**src/design/ite_pkg.sv**
```systemverilog
// Shared types, constants and helper functions for the timestamp to epoch converter.
package ite_pkg;

  localparam int CHAR_W   = 8;
  localparam int EPOCH_W  = 39;
  localparam int POS_W    = 5;
  localparam int YEAR_W   = 14;
  localparam int FLD_W    = 7;
  localparam int NUM_FLD  = 8;
  localparam int HMS_W    = 21;
  localparam int DAYS_W   = 24;
  localparam int DOE_W    = 19;
  localparam int DOY_W    = 13;
  localparam int ERA_W    = 6;
  localparam int YOE_W    = 9;

  localparam int CALC_CYCLES = 5;
  localparam int CNT_W       = 3;

  localparam logic [POS_W-1:0] POS_LIMIT  = 5'd25;
  localparam logic [POS_W-1:0] MIN_LEN    = 5'd19;
  localparam logic [POS_W-1:0] OFFSET_LEN = 5'd24;
  localparam logic [POS_W-1:0] COLON_LEN  = 5'd25;
  localparam logic [POS_W-1:0] YEAR_LEN   = 5'd4;
  localparam logic [POS_W-1:0] POS_SIGN   = 5'd19;
  localparam logic [POS_W-1:0] POS_COLON  = 5'd22;

  localparam logic [CHAR_W-1:0] CHAR_ZERO  = 8'h30;
  localparam logic [CHAR_W-1:0] CHAR_NINE  = 8'h39;
  localparam logic [CHAR_W-1:0] CHAR_PLUS  = 8'h2B;
  localparam logic [CHAR_W-1:0] CHAR_MINUS = 8'h2D;
  localparam logic [CHAR_W-1:0] CHAR_COLON = 8'h3A;

  // Two-character fields after the year, in this order.
  localparam int FLD_MONTH   = 0;
  localparam int FLD_DAY     = 1;
  localparam int FLD_HOUR    = 2;
  localparam int FLD_MINUTE  = 3;
  localparam int FLD_SECOND  = 4;
  localparam int FLD_OHOUR   = 5;
  localparam int FLD_COMPACT = 6;
  localparam int FLD_COLON   = 7;

  localparam logic [POS_W-1:0] FLD_START [NUM_FLD] = '{
    5'd5, 5'd8, 5'd11, 5'd14, 5'd17, 5'd20, 5'd22, 5'd23
  };

  localparam logic signed [DAYS_W-1:0] DAYS_TO_1970 = 24'sd719468;

  typedef enum logic [1:0] {
    SIGN_NONE,
    SIGN_PLUS,
    SIGN_MINUS
  } sign_e;

  typedef enum logic [1:0] {
    ST_COLLECT,
    ST_CALC,
    ST_LOAD
  } ctrl_state_e;

  typedef struct packed {
    logic accept;
    logic last;
    logic load;
  } ite_cmd_t;

  // Floor of y / 400 for y below 10000: (y >> 4) / 25 by reciprocal 41 / 1024.
  function automatic logic [4:0] div400(input logic [YEAR_W-1:0] y);
    logic [15:0] prod;
    prod = 16'(y[YEAR_W-1:4]) * 16'd41;
    return 5'(prod >> 10);
  endfunction

  // Floor of x / 5 for x below 16384 by reciprocal 13108 / 65536.
  function automatic logic [11:0] div5(input logic [14:0] x);
    logic [28:0] prod;
    prod = 29'(x) * 29'd13108;
    return 12'(prod >> 16);
  endfunction

  // Floor of x / 100 for x below 400 by reciprocal 41 / 4096.
  function automatic logic [1:0] div100(input logic [YOE_W-1:0] x);
    logic [14:0] prod;
    prod = 15'(x) * 15'd41;
    return 2'(prod >> 12);
  endfunction

endpackage

```
**src/design/ite_if.sv**
```systemverilog
// Valid/ready channel interfaces for character input and epoch result output.
interface ite_in_if;
  import ite_pkg::*;
  logic              valid;
  logic              ready;
  logic [CHAR_W-1:0] char_code;
  logic              end_of_text;

  modport source(output valid, output char_code, output end_of_text, input ready);
  modport sink(input valid, input char_code, input end_of_text, output ready);
endinterface

interface ite_out_if;
  import ite_pkg::*;
  logic                      valid;
  logic                      ready;
  logic signed [EPOCH_W-1:0] epoch_seconds;
  logic                      too_short;

  modport source(output valid, output epoch_seconds, output too_short, input ready);
  modport sink(input valid, input epoch_seconds, input too_short, output ready);
endinterface

```
**src/design/ite_ctrl.sv**
```systemverilog
// Controller state machine: input handshake, conversion sequencing, output slot.
module ite_ctrl (
  input  logic              clk_i,
  input  logic              rst_ni,
  input  logic              in_valid_i,
  input  logic              in_last_i,
  output logic              in_ready_o,
  input  logic              out_ready_i,
  output logic              out_valid_o,
  output ite_pkg::ite_cmd_t cmd_o
);
  import ite_pkg::*;

  ctrl_state_e      state_q, state_d;
  logic [CNT_W-1:0] cnt_q, cnt_d;
  logic             out_valid_q, out_valid_d;
  logic             slot_free;

  assign slot_free = !out_valid_q || out_ready_i;

  always_comb begin
    state_d = state_q;
    cnt_d   = cnt_q;
    case (state_q)
      ST_COLLECT: begin
        if (in_valid_i && in_last_i) begin
          state_d = ST_CALC;
          cnt_d   = '0;
        end
      end
      ST_CALC: begin
        if (cnt_q == CNT_W'(CALC_CYCLES - 1)) begin
          state_d = ST_LOAD;
        end else begin
          cnt_d = cnt_q + 1'b1;
        end
      end
      ST_LOAD: begin
        if (slot_free) begin
          state_d = ST_COLLECT;
        end
      end
      default: state_d = ST_COLLECT;
    endcase
  end

  always_comb begin
    in_ready_o  = 1'b0;
    cmd_o       = '0;
    case (state_q)
      ST_COLLECT: begin
        in_ready_o   = 1'b1;
        cmd_o.accept = in_valid_i;
        cmd_o.last   = in_valid_i && in_last_i;
      end
      ST_LOAD: begin
        cmd_o.load = slot_free;
      end
      default: ;
    endcase
  end

  always_comb begin
    out_valid_d = out_valid_q;
    if (cmd_o.load) begin
      out_valid_d = 1'b1;
    end else if (out_ready_i) begin
      out_valid_d = 1'b0;
    end
  end

  always_ff @(posedge clk_i or negedge rst_ni) begin
    if (!rst_ni) begin
      state_q     <= ST_COLLECT;
      cnt_q       <= '0;
      out_valid_q <= 1'b0;
    end else begin
      state_q     <= state_d;
      cnt_q       <= cnt_d;
      out_valid_q <= out_valid_d;
    end
  end

  assign out_valid_o = out_valid_q;

  a_load_slot_free: assert property (@(posedge clk_i) disable iff (!rst_ni)
    cmd_o.load |-> (!out_valid_q || out_ready_i))
    else $error("result loaded over an untaken word");

  a_last_blocks_input: assert property (@(posedge clk_i) disable iff (!rst_ni)
    cmd_o.last |=> !in_ready_o)
    else $error("input not held off after final character");

  a_valid_from_load: assert property (@(posedge clk_i) disable iff (!rst_ni)
    $rose(out_valid_q) |-> $past(cmd_o.load))
    else $error("output valid rose without a load");

  a_cnt_bound: assert property (@(posedge clk_i) disable iff (!rst_ni)
    (state_q == ST_CALC) |-> (cnt_q < CNT_W'(CALC_CYCLES)))
    else $error("conversion counter out of range");

endmodule

```
**src/design/ite_dp.sv**
```systemverilog
// Datapath: field collection per character and the five-stage civil-to-epoch conversion.
module ite_dp (
  input  logic                               clk_i,
  input  logic                               rst_ni,
  input  logic [ite_pkg::CHAR_W-1:0]         char_code_i,
  input  ite_pkg::ite_cmd_t                  cmd_i,
  output logic signed [ite_pkg::EPOCH_W-1:0] epoch_seconds_o,
  output logic                               too_short_o
);
  import ite_pkg::*;

  // Collection state.
  logic [POS_W-1:0]  pos_q, pos_d, pos_upd;
  logic [YEAR_W-1:0] year_q, year_d, year_upd;
  logic [FLD_W-1:0]  fld_q [NUM_FLD];
  logic [FLD_W-1:0]  fld_d [NUM_FLD];
  logic [FLD_W-1:0]  fld_upd [NUM_FLD];
  logic [NUM_FLD:0]  ended_q, ended_d, ended_upd;
  sign_e             sign_q, sign_d, sign_upd;
  logic              colon_q, colon_d, colon_upd;

  logic              is_digit;
  logic [3:0]        digit;

  // Snapshot of one finished timestamp.
  logic [YEAR_W-1:0] s_year_q;
  logic [FLD_W-1:0]  s_month_q, s_day_q, s_hour_q, s_min_q, s_sec_q, s_oh_q, s_om_q;
  logic              s_neg_q, s_short_q;
  logic              tz_en;

  // Conversion stages.
  logic signed [14:0]        y1_q, y1_d;
  logic signed [ERA_W-1:0]   era1_q, era1_d;
  logic [14:0]               m153_q, m153_d;
  logic signed [HMS_W-1:0]   hms1_q, hms1_d;
  logic [FLD_W-1:0]          mp;
  logic                      le2;
  logic [18:0]               hms_pos, tz_secs;

  logic [YOE_W-1:0]          yoe2_q, yoe2_d;
  logic signed [DOY_W-1:0]   doy2_q, doy2_d;
  logic signed [DAYS_W-1:0]  eradays2_q, eradays2_d;
  logic signed [15:0]        era400, yoe_full;

  logic signed [DOE_W-1:0]   doe3_q, doe3_d;
  logic [17:0]               yoe365;

  logic signed [DAYS_W-1:0]  days4_q, days4_d;
  logic signed [EPOCH_W-1:0] secs5_q, secs5_d;

  logic signed [EPOCH_W-1:0] epoch_q;
  logic                      short_q;

  assign is_digit = (char_code_i >= CHAR_ZERO) && (char_code_i <= CHAR_NINE);
  assign digit    = 4'(char_code_i - CHAR_ZERO);

  // Each field takes digits from its start, and the first non-digit closes it.
  always_comb begin
    pos_upd   = pos_q;
    year_upd  = year_q;
    fld_upd   = fld_q;
    ended_upd = ended_q;
    sign_upd  = sign_q;
    colon_upd = colon_q;
    if (pos_q < POS_LIMIT) begin
      if ((pos_q < YEAR_LEN) && !ended_q[0]) begin
        if (is_digit) begin
          year_upd = YEAR_W'(year_q * 14'd10 + YEAR_W'(digit));
        end else begin
          ended_upd[0] = 1'b1;
        end
      end
      for (int k = 0; k < NUM_FLD; k++) begin
        if (((pos_q == FLD_START[k]) || (pos_q == FLD_START[k] + 5'd1)) && !ended_q[k+1]) begin
          if (is_digit) begin
            fld_upd[k] = FLD_W'(fld_q[k] * 7'd10 + FLD_W'(digit));
          end else begin
            ended_upd[k+1] = 1'b1;
          end
        end
      end
      if (pos_q == POS_SIGN) begin
        if (char_code_i == CHAR_PLUS) begin
          sign_upd = SIGN_PLUS;
        end else if (char_code_i == CHAR_MINUS) begin
          sign_upd = SIGN_MINUS;
        end else begin
          sign_upd = SIGN_NONE;
        end
      end
      if (pos_q == POS_COLON) begin
        colon_upd = (char_code_i == CHAR_COLON);
      end
      pos_upd = pos_q + 1'b1;
    end
  end

  always_comb begin
    pos_d   = pos_q;
    year_d  = year_q;
    fld_d   = fld_q;
    ended_d = ended_q;
    sign_d  = sign_q;
    colon_d = colon_q;
    if (cmd_i.last) begin
      pos_d   = '0;
      year_d  = '0;
      fld_d   = '{default: '0};
      ended_d = '0;
      sign_d  = SIGN_NONE;
      colon_d = 1'b0;
    end else if (cmd_i.accept) begin
      pos_d   = pos_upd;
      year_d  = year_upd;
      fld_d   = fld_upd;
      ended_d = ended_upd;
      sign_d  = sign_upd;
      colon_d = colon_upd;
    end
  end

  always_ff @(posedge clk_i or negedge rst_ni) begin
    if (!rst_ni) begin
      pos_q   <= '0;
      year_q  <= '0;
      fld_q   <= '{default: '0};
      ended_q <= '0;
      sign_q  <= SIGN_NONE;
      colon_q <= 1'b0;
    end else begin
      pos_q   <= pos_d;
      year_q  <= year_d;
      fld_q   <= fld_d;
      ended_q <= ended_d;
      sign_q  <= sign_d;
      colon_q <= colon_d;
    end
  end

  // The zone offset counts only for a long enough text with a sign character.
  assign tz_en = (pos_upd >= OFFSET_LEN) && (sign_upd != SIGN_NONE);

  always_ff @(posedge clk_i) begin
    if (cmd_i.last) begin
      s_year_q  <= year_upd;
      s_month_q <= fld_upd[FLD_MONTH];
      s_day_q   <= fld_upd[FLD_DAY];
      s_hour_q  <= fld_upd[FLD_HOUR];
      s_min_q   <= fld_upd[FLD_MINUTE];
      s_sec_q   <= fld_upd[FLD_SECOND];
      s_oh_q    <= tz_en ? fld_upd[FLD_OHOUR] : '0;
      s_om_q    <= !tz_en ? '0 :
                   ((pos_upd >= COLON_LEN) && colon_upd) ? fld_upd[FLD_COLON] :
                   fld_upd[FLD_COMPACT];
      s_neg_q   <= (sign_upd == SIGN_MINUS);
      s_short_q <= (pos_upd < MIN_LEN);
    end
  end

  // Stage 1: March-based year and month, era, time of day less the offset.
  assign le2     = (s_month_q <= 7'd2);
  assign mp      = le2 ? FLD_W'(s_month_q + 7'd9) : FLD_W'(s_month_q - 7'd3);
  assign hms_pos = 19'(s_hour_q) * 19'd3600 + 19'(s_min_q) * 19'd60 + 19'(s_sec_q);
  assign tz_secs = 19'(s_oh_q) * 19'd3600 + 19'(s_om_q) * 19'd60;

  always_comb begin
    y1_d   = $signed({1'b0, s_year_q}) - $signed({14'd0, le2});
    era1_d = (y1_d < 0) ? -6'sd1 : $signed({1'b0, div400(y1_d[YEAR_W-1:0])});
    m153_d = 15'(mp) * 15'd153 + 15'd2;
    if (s_neg_q) begin
      hms1_d = $signed(HMS_W'(hms_pos)) + $signed(HMS_W'(tz_secs));
    end else begin
      hms1_d = $signed(HMS_W'(hms_pos)) - $signed(HMS_W'(tz_secs));
    end
  end

  // Stage 2: year of era, day of year, days of whole eras.
  assign era400   = 16'(era1_q) * 16'sd400;
  assign yoe_full = 16'(y1_q) - era400;

  always_comb begin
    yoe2_d     = yoe_full[YOE_W-1:0];
    doy2_d     = $signed({1'b0, div5(m153_q)}) + $signed({6'd0, s_day_q}) - 13'sd1;
    eradays2_d = DAYS_W'(era1_q) * 24'sd146097;
  end

  // Stage 3: day of era.
  assign yoe365 = 18'(yoe2_q) * 18'd365;

  always_comb begin
    doe3_d = $signed(DOE_W'(yoe365)) + $signed(DOE_W'(yoe2_q[YOE_W-1:2]))
           - $signed(DOE_W'(div100(yoe2_q))) + DOE_W'(doy2_q);
  end

  // Stage 4: days since 1970-01-01; stage 5: seconds.
  assign days4_d = eradays2_q + DAYS_W'(doe3_q) - DAYS_TO_1970;
  assign secs5_d = EPOCH_W'(days4_q) * 39'sd86400 + EPOCH_W'(hms1_q);

  always_ff @(posedge clk_i) begin
    y1_q       <= y1_d;
    era1_q     <= era1_d;
    m153_q     <= m153_d;
    hms1_q     <= hms1_d;
    yoe2_q     <= yoe2_d;
    doy2_q     <= doy2_d;
    eradays2_q <= eradays2_d;
    doe3_q     <= doe3_d;
    days4_q    <= days4_d;
    secs5_q    <= secs5_d;
  end

  // Output word register.
  always_ff @(posedge clk_i) begin
    if (cmd_i.load) begin
      epoch_q <= s_short_q ? '0 : secs5_q;
      short_q <= s_short_q;
    end
  end

  assign epoch_seconds_o = epoch_q;
  assign too_short_o     = short_q;

endmodule

```
**src/design/iso_timestamp_to_epoch.sv**
```systemverilog
// Top level of the timestamp text to UTC epoch seconds converter.
// Throughput: one character word per cycle while a timestamp is being collected.
// The result word is valid once the final character has passed through the snapshot
// registers, the five-stage conversion datapath and the output word register.
// Input is held off while the conversion runs, and longer while an earlier result is untaken.
// Reset clears all collected fields, the controller and the output valid flag.
module iso_timestamp_to_epoch (
  input  logic clk_i,
  input  logic rst_ni,
  ite_in_if.sink    in_i,
  ite_out_if.source out_o
);
  import ite_pkg::*;

  ite_cmd_t cmd;

  ite_ctrl u_ctrl (
    .clk_i       (clk_i),
    .rst_ni      (rst_ni),
    .in_valid_i  (in_i.valid),
    .in_last_i   (in_i.end_of_text),
    .in_ready_o  (in_i.ready),
    .out_ready_i (out_o.ready),
    .out_valid_o (out_o.valid),
    .cmd_o       (cmd)
  );

  ite_dp u_dp (
    .clk_i           (clk_i),
    .rst_ni          (rst_ni),
    .char_code_i     (in_i.char_code),
    .cmd_i           (cmd),
    .epoch_seconds_o (out_o.epoch_seconds),
    .too_short_o     (out_o.too_short)
  );

endmodule
```
**src/flat_wrapper.sv**
```systemverilog
// flat-port wrapper written by rule: the top's interface ports become plain ports
module iso_timestamp_to_epoch_flat import ite_pkg::*;
  (clk_i, rst_ni, in_i_valid, in_i_char_code, in_i_end_of_text, in_i_ready, out_o_valid, out_o_epoch_seconds, out_o_too_short, out_o_ready);
  ite_in_if in_i_i ();
  ite_out_if out_o_i ();
  input  logic clk_i;
  input  logic rst_ni;
  input wire logic [$bits(in_i_i.valid)-1:0] in_i_valid;
  input wire logic [$bits(in_i_i.char_code)-1:0] in_i_char_code;
  input wire logic [$bits(in_i_i.end_of_text)-1:0] in_i_end_of_text;
  output wire logic [$bits(in_i_i.ready)-1:0] in_i_ready;
  output wire logic [$bits(out_o_i.valid)-1:0] out_o_valid;
  output wire logic [$bits(out_o_i.epoch_seconds)-1:0] out_o_epoch_seconds;
  output wire logic [$bits(out_o_i.too_short)-1:0] out_o_too_short;
  input wire logic [$bits(out_o_i.ready)-1:0] out_o_ready;
  assign in_i_i.valid = in_i_valid;
  assign in_i_i.char_code = in_i_char_code;
  assign in_i_i.end_of_text = in_i_end_of_text;
  assign in_i_ready = in_i_i.ready;
  assign out_o_valid = out_o_i.valid;
  assign out_o_epoch_seconds = out_o_i.epoch_seconds;
  assign out_o_too_short = out_o_i.too_short;
  assign out_o_i.ready = out_o_ready;
  iso_timestamp_to_epoch u_core (.clk_i(clk_i), .rst_ni(rst_ni), .in_i(in_i_i), .out_o(out_o_i));
endmodule
```
**config.mk**
```make
export PLATFORM = sky130hd
export DESIGN_NAME = iso_timestamp_to_epoch_flat
export DESIGN_NICKNAME = d
export VERILOG_FILES = /design/src/design/ite_pkg.sv /design/src/design/ite_if.sv /design/src/design/ite_ctrl.sv /design/src/design/ite_dp.sv /design/src/design/iso_timestamp_to_epoch.sv /design/src/flat_wrapper.sv
export SDC_FILE = /design/constraint.sdc
export NUM_CORES = 2
export LEC_CHECK = 0
export ABC_AREA = 0
export BUFFER_PORTS_ARGS = -buffer_cell sky130_fd_sc_hd__buf_2
export CAP_MARGIN = 20
export CORE_MARGIN = 3
export CORE_UTILIZATION = 59
export DETAILED_ROUTE_END_ITERATION = 16
export GPL_TIMING_DRIVEN = 0
export HOLD_SLACK_MARGIN = 0.05
export PLACE_DENSITY_LB_ADDON = 0.08
export SYNTH_ARGS = -nofsm -noshare
export SYNTH_HDL_FRONTEND = slang
export SYNTH_SLANG_ARGS = --single-unit
```
**constraint.sdc**
```tcl
create_clock -name clk_i -period 7.1 [get_ports clk_i]
set_clock_uncertainty 0.2 [all_clocks]
set_input_delay 1.42 -clock clk_i [delete_from_list [all_inputs] [get_ports clk_i]]
set_output_delay 1.42 -clock clk_i [all_outputs]
set_load 0.02 [all_outputs]
```
==> metrics.txt <==
# TYPE chip_impl_metric gauge
chip_impl_metric{name="ys_ff_latch",unit=""} 377
chip_impl_info{name="most_instantiated_library_cell_after_synthesis",value="sky130_fd_sc_hd__ha_1"} 1
chip_impl_metric{name="num_io_pins",unit=""} 55
chip_impl_metric{name="initial_antenna_violation_count",unit=""} 1
chip_impl_metric{name="grt_pass1_vias",unit=""} 25400
chip_impl_metric{name="routed_wire_length_per_instance",unit="um"} 15.2
chip_impl_metric{name="yosysSeqAreaShare",unit="%"} 24.2
chip_impl_metric{name="worst_ep_required_time",unit="ns"} 7.35
chip_impl_metric{name="grt_use_met3",unit="%"} 2.25
chip_impl_metric{name="globalRouteMet2Util",unit="%"} 38.1
chip_impl_metric{name="syn2layout_area_growth",unit="%"} 9.21
chip_impl_metric{name="count_of_input_and_output_buffers",unit=""} 54
chip_impl_metric{name="detailed_router_s_first_iteration_violation_count",unit=""} 1251
chip_impl_info{name="startpoint_to_endpoint_class_of_the_critical_path",value="reg2reg"} 1
chip_impl_metric{name="design.die.area",unit="um2"} 66600
chip_impl_metric{name="detail-route-antenna-nets",unit=""} 0
chip_impl_metric{name="synth_warnings",unit=""} 0
chip_impl_metric{name="max_cap_viol_count",unit=""} 0
chip_impl_info{name="setup.worst_path.end_class",value="register"} 1
chip_impl_metric{name="grt_overflow",unit=""} 0
chip_impl_metric{name="die_y",unit="um"} 258
chip_impl_info{name="clk_root_buffer_cell",value="sky130_fd_sc_hd__clkbuf_16"} 1
chip_impl_metric{name="finalWorstPathRequiredPeriod",unit="ns"} 6.80
chip_impl_metric{name="tritoncts_num_sinks",unit=""} 377
chip_impl_metric{name="routing_usage_on_met1",unit="%"} 30.6
chip_impl_metric{name="synth.net_count",unit=""} 4859
chip_impl_metric{name="syn-instance-count",unit=""} 3817
chip_impl_metric{name="timing.hold.worst_path_depth",unit=""} 0
chip_impl_info{name="synth_area_leader_cell",value="sky130_fd_sc_hd__ha_1"} 1
chip_impl_metric{name="cts_hold_buf",unit=""} 0
chip_impl_metric{name="dr.pass1.iters",unit=""} 6
chip_impl_metric{name="post-route-period-util",unit="%"} 95.8
chip_impl_metric{name="setup-tns-final",unit="ns"} 0
chip_impl_metric{name="detail_route.drc_violations",unit=""} 0
chip_impl_metric{name="routed-via-count",unit=""} 25700
chip_impl_metric{name="slew-limit-headroom",unit="%"} 30.0
chip_impl_metric{name="clk-insertion-delay-late",unit="ns"} 0.56
chip_impl_metric{name="max_freq",unit="MHz"} 147
chip_impl_info{name="cts_tree",value="built"} 1
chip_impl_metric{name="tritoncts.num_buffers",unit=""} 43
chip_impl_metric{name="n_fill_cell",unit=""} 5108
chip_impl_metric{name="grt_start_max_net_pins",unit=""} 55
chip_impl_metric{name="asyncSetResetFlopFracSynth",unit="%"} 24.7
chip_impl_metric{name="placement_rows",unit=""} 91
chip_impl_metric{name="critical_path.max_stage_delay",unit="ns"} 0.56
chip_impl_metric{name="report.final.setup_viol",unit=""} 0
chip_impl_info{name="worst_r2r_startpoint",value="u_core.u_dp.days4_q[5]"} 1
chip_impl_info{name="post_synth_main_area_contributors",value="sky130_fd_sc_hd__ha_1, sky130_fd_sc_hd__fa_1, sky130_fd_sc_hd__dfxtp_1, sky130_fd_sc_hd__edfxtp_1, sky130_fd_sc_hd__inv_1"} 1
chip_impl_metric{name="die_width",unit="um"} 258
chip_impl_metric{name="num_antenna_cells",unit=""} 0
chip_impl_metric{name="worst-path-max-fanout",unit=""} 5
chip_impl_metric{name="synth-edff-count",unit=""} 105
chip_impl_metric{name="cts.path.max_buffers",unit=""} 3
chip_impl_info{name="rsz0062_at_grt",value="true"} 1
chip_impl_metric{name="place.gp.congestion",unit=""} 0.871
chip_impl_info{name="global_route.peak_usage_layer",value="met2"} 1
chip_impl_metric{name="avgViaCountPerCell",unit=""} 5.33
chip_impl_metric{name="cp_num_buf_inv",unit=""} 2
chip_impl_info{name="worst_path_max_delay_cell",value="sky130_fd_sc_hd__fa_1"} 1
chip_impl_metric{name="r2r_cells",unit=""} 26
chip_impl_metric{name="htree_levels",unit=""} 2
chip_impl_metric{name="setup.reg_to_reg.worst_slack",unit="ns"} 0.30
chip_impl_metric{name="grt_first_pass_wirelength",unit="um"} 123000
chip_impl_info{name="min_to",value="u_core.u_dp.yoe2_q[1]"} 1
chip_impl_metric{name="synth_top_area_share",unit="%"} 25.6
chip_impl_metric{name="worst_ep_arrival_time",unit="ns"} 7.06
chip_impl_metric{name="grt_resource_usage_total",unit="%"} 22.3
chip_impl_info{name="synth_commonest_cells",value="sky130_fd_sc_hd__ha_1, sky130_fd_sc_hd__inv_1, sky130_fd_sc_hd__fa_1, sky130_fd_sc_hd__xnor2_1, sky130_fd_sc_hd__a21oi_1"} 1
chip_impl_metric{name="core_area",unit="um2"} 62300
chip_impl_metric{name="synth.distinct_cells",unit=""} 83
chip_impl_metric{name="finalHoldViolCount",unit=""} 0
chip_impl_info{name="r2r_path_end",value="u_core.u_dp.secs5_q[36]"} 1
chip_impl_metric{name="totalWireLength",unit="um"} 73100
chip_impl_info{name="worst_path_most_repeated_cell",value="sky130_fd_sc_hd__ha_1"} 1
chip_impl_metric{name="post_synthesis_average_cell_area",unit="um2"} 9.82
chip_impl_info{name="critical-path-top-delay-family",value="adder cells"} 1
chip_impl_info{name="min-delay-start",value="u_core.u_dp.y1_q[1]"} 1
chip_impl_info{name="min-delay-path-class",value="reg2reg"} 1
chip_impl_metric{name="synth.cell_area",unit="um2"} 37500
chip_impl_metric{name="tightestPinTransition",unit="ns"} 1.05
chip_impl_metric{name="detailedPlacementHpwl",unit="um"} 58800
chip_impl_metric{name="number_of_pins_with_negative_max_slew_slack_in_the_final_report",unit=""} 0
chip_impl_metric{name="drive_above_1_share",unit="%"} 7.18
chip_impl_info{name="status",value="finished clean"} 1
chip_impl_metric{name="clkSlewWorstSetupHoldPaths",unit="ns"} 0.06
chip_impl_info{name="kind_of_start_point_of_the_critical_path",value="register"} 1
chip_impl_metric{name="design.final.nets",unit=""} 4989
chip_impl_info{name="synthFlopType",value="sky130_fd_sc_hd__dfxtp_1"} 1
chip_impl_metric{name="initial_utilization",unit="%"} 60.2
per-layer routing:
metal | share of wire, % | up-vias
met5 | 0 | -
met4 | 1.9 | 0
met3 | 3.2 | 88
met2 | 48 | 345
met1 | 47 | 12200
li1 | - | 13000
through the flow:
stage | cell area (um2) | hold slack, ns | std cells | setup slack, ns | utilization (%)
3_3_place_gp | 38800 | 0.110 | 4708 | -0.808 | 62.3
2_1_floorplan | 37500 | 0.110 | 3817 | 0.107 | -
6_report | 41000 | 0.124 | 4818 | 0.295 | 65.8
4_1_cts | 40500 | 0.125 | 4796 | 0.0159 | 65.1
5_1_grt | 41000 | 0.129 | 4818 | -0.0783 | 65.8
3_5_place_dp | 38900 | 0.112 | 4711 | -0.819 | 62.5
kinds of logic (layout without fill, tap and decap cells):
family          after synthesis  in the layout  share of synthesized area [%]
mux                          39             39                           1.14
simple gates                603            603                           7.96
fa+ha+maj                  1030           1030                           39.6
buf+inv                     767            931                           7.70
compound gates              675            675                           11.8
xor+xnor                    326            326                           7.61
flops                       377            377                           24.2
registers in the layout, summed over array words and instances, names as in the netlist, 9 cells and up:
| name | cells |
|---|---|
| u_core.u_dp.ended_q | 9 |
| u_core.u_dp.year_q | 14 |
| u_core.u_dp.y1_q | 9 |
| u_core.u_dp.doe3_q | 19 |
| u_core.u_dp.fld_q | 56 |
| u_core.u_dp.days4_q | 24 |
| u_core.u_dp.s_year_q | 14 |
| u_core.u_dp.epoch_seconds_o | 39 |
| u_core.u_dp.eradays2_q | 24 |
| u_core.u_dp.yoe2_q | 9 |
| u_core.u_dp.doy2_q | 13 |
| u_core.u_dp.m153_q | 15 |
| u_core.u_dp.hms1_q | 21 |
| u_core.u_dp.secs5_q | 39 |
worst max-delay path by stage:
stage / start / slack (ns) / end / depth (start not counted)
final: u_core.u_dp.days4_q[5] / 0.30 / u_core.u_dp.secs5_q[36] / 26
after global routing: u_core.u_dp.m153_q[1] / -0.08 / u_core.u_dp.doy2_q[12] / 31
after CTS: u_core.u_dp.yoe2_q[1] / 0.02 / u_core.u_dp.doe3_q[16] / 36
after detailed placement: u_core.u_dp.yoe2_q[3] / -0.82 / u_core.u_dp.doe3_q[18] / 35
after global placement: u_core.u_dp.yoe2_q[3] / -0.81 / u_core.u_dp.doe3_q[18] / 35
after floorplan: u_core.u_dp.yoe2_q[3] / 0.11 / u_core.u_dp.doe3_q[18] / 35
cell usage in the layout, fill, tap and decap left out, types with 17 or more instances in the layout:
cell type / Yosys / final
sky130_fd_sc_hd__mux2_2: 29 / 29
sky130_fd_sc_hd__or3_1: 17 / 17
sky130_fd_sc_hd__nand3_1: 38 / 37
sky130_fd_sc_hd__nor2_1: 136 / 136
sky130_fd_sc_hd__a22o_1: 51 / 51
sky130_fd_sc_hd__fa_1: 263 / 262
sky130_fd_sc_hd__clkbuf_1: 42 / 45
sky130_fd_sc_hd__o21a_1: 36 / 36
sky130_fd_sc_hd__xnor2_1: 251 / 249
sky130_fd_sc_hd__nor3_1: 47 / 45
sky130_fd_sc_hd__and3_1: 17 / 17
sky130_fd_sc_hd__edfxtp_1: 105 / 105
sky130_fd_sc_hd__nand2b_1: 29 / 29
sky130_fd_sc_hd__nor2b_1: 77 / 76
sky130_fd_sc_hd__a31oi_1: 18 / 17
sky130_fd_sc_hd__buf_4: 1 / 31
sky130_fd_sc_hd__dfxtp_1: 179 / 155
sky130_fd_sc_hd__clkbuf_16: 0 / 47
sky130_fd_sc_hd__nand2_1: 159 / 159
sky130_fd_sc_hd__ha_1: 766 / 755
sky130_fd_sc_hd__dfrtp_1: 93 / 93
sky130_fd_sc_hd__a21o_1: 88 / 88
sky130_fd_sc_hd__xor2_1: 75 / 75
sky130_fd_sc_hd__o21bai_1: 34 / 34
sky130_fd_sc_hd__a21oi_1: 206 / 199
sky130_fd_sc_hd__inv_1: 720 / 718
sky130_fd_sc_hd__buf_2: 3 / 56
sky130_fd_sc_hd__and2_1: 20 / 20
sky130_fd_sc_hd__o21ai_0: 125 / 121
final cells by class:
type,instances,area (um2),area share (%)
Sequential cell,377,9110,22.3
Tap cell,837,1050,2.56
Clock buffer,53,1210,2.95
Clock inverter,26,285,0.697
Inverter,720,2700,6.60
Buffer,46,185,0.452
Multi-Input combinational cell,2673,25800,63.1
Timing Repair Buffer,86,566,1.38
repair_timing:
action,CTS,global route
resized for setup,30,53
hold endpoints to repair,0,0
setup buffers,6,23
setup endpoints to repair,11,17
pin swaps,15,41
worst register-to-register path, stage by stage, from the launching register on:
cell and delay [ns]:
sky130_fd_sc_hd__dfxtp_2 0.36, sky130_fd_sc_hd__ha_1 0.30, sky130_fd_sc_hd__ha_1 0.30, sky130_fd_sc_hd__fa_1 0.53, sky130_fd_sc_hd__inv_1 0.05, sky130_fd_sc_hd__fa_1 0.50, sky130_fd_sc_hd__fa_1 0.56, sky130_fd_sc_hd__inv_1 0.05
sky130_fd_sc_hd__ha_1 0.38, sky130_fd_sc_hd__nand2_1 0.14, sky130_fd_sc_hd__o41ai_4 0.41, sky130_fd_sc_hd__and2_1 0.19, sky130_fd_sc_hd__o21ai_0 0.08, sky130_fd_sc_hd__nand2b_1 0.08, sky130_fd_sc_hd__a21oi_1 0.07, sky130_fd_sc_hd__xnor2_1 0.16
sky130_fd_sc_hd__ha_1 0.36, sky130_fd_sc_hd__nand3_1 0.13, sky130_fd_sc_hd__nor2_1 0.16, sky130_fd_sc_hd__nand3_1 0.15, sky130_fd_sc_hd__o221ai_4 0.24, sky130_fd_sc_hd__a22o_1 0.20, sky130_fd_sc_hd__nand4_1 0.14, sky130_fd_sc_hd__a32oi_2 0.28
sky130_fd_sc_hd__nand4_1 0.14, sky130_fd_sc_hd__and4_1 0.16, sky130_fd_sc_hd__or3_1 0.36
Power is not shown: default switching activity piles up to over one toggle a cycle in this logic, so the estimate is an artifact.
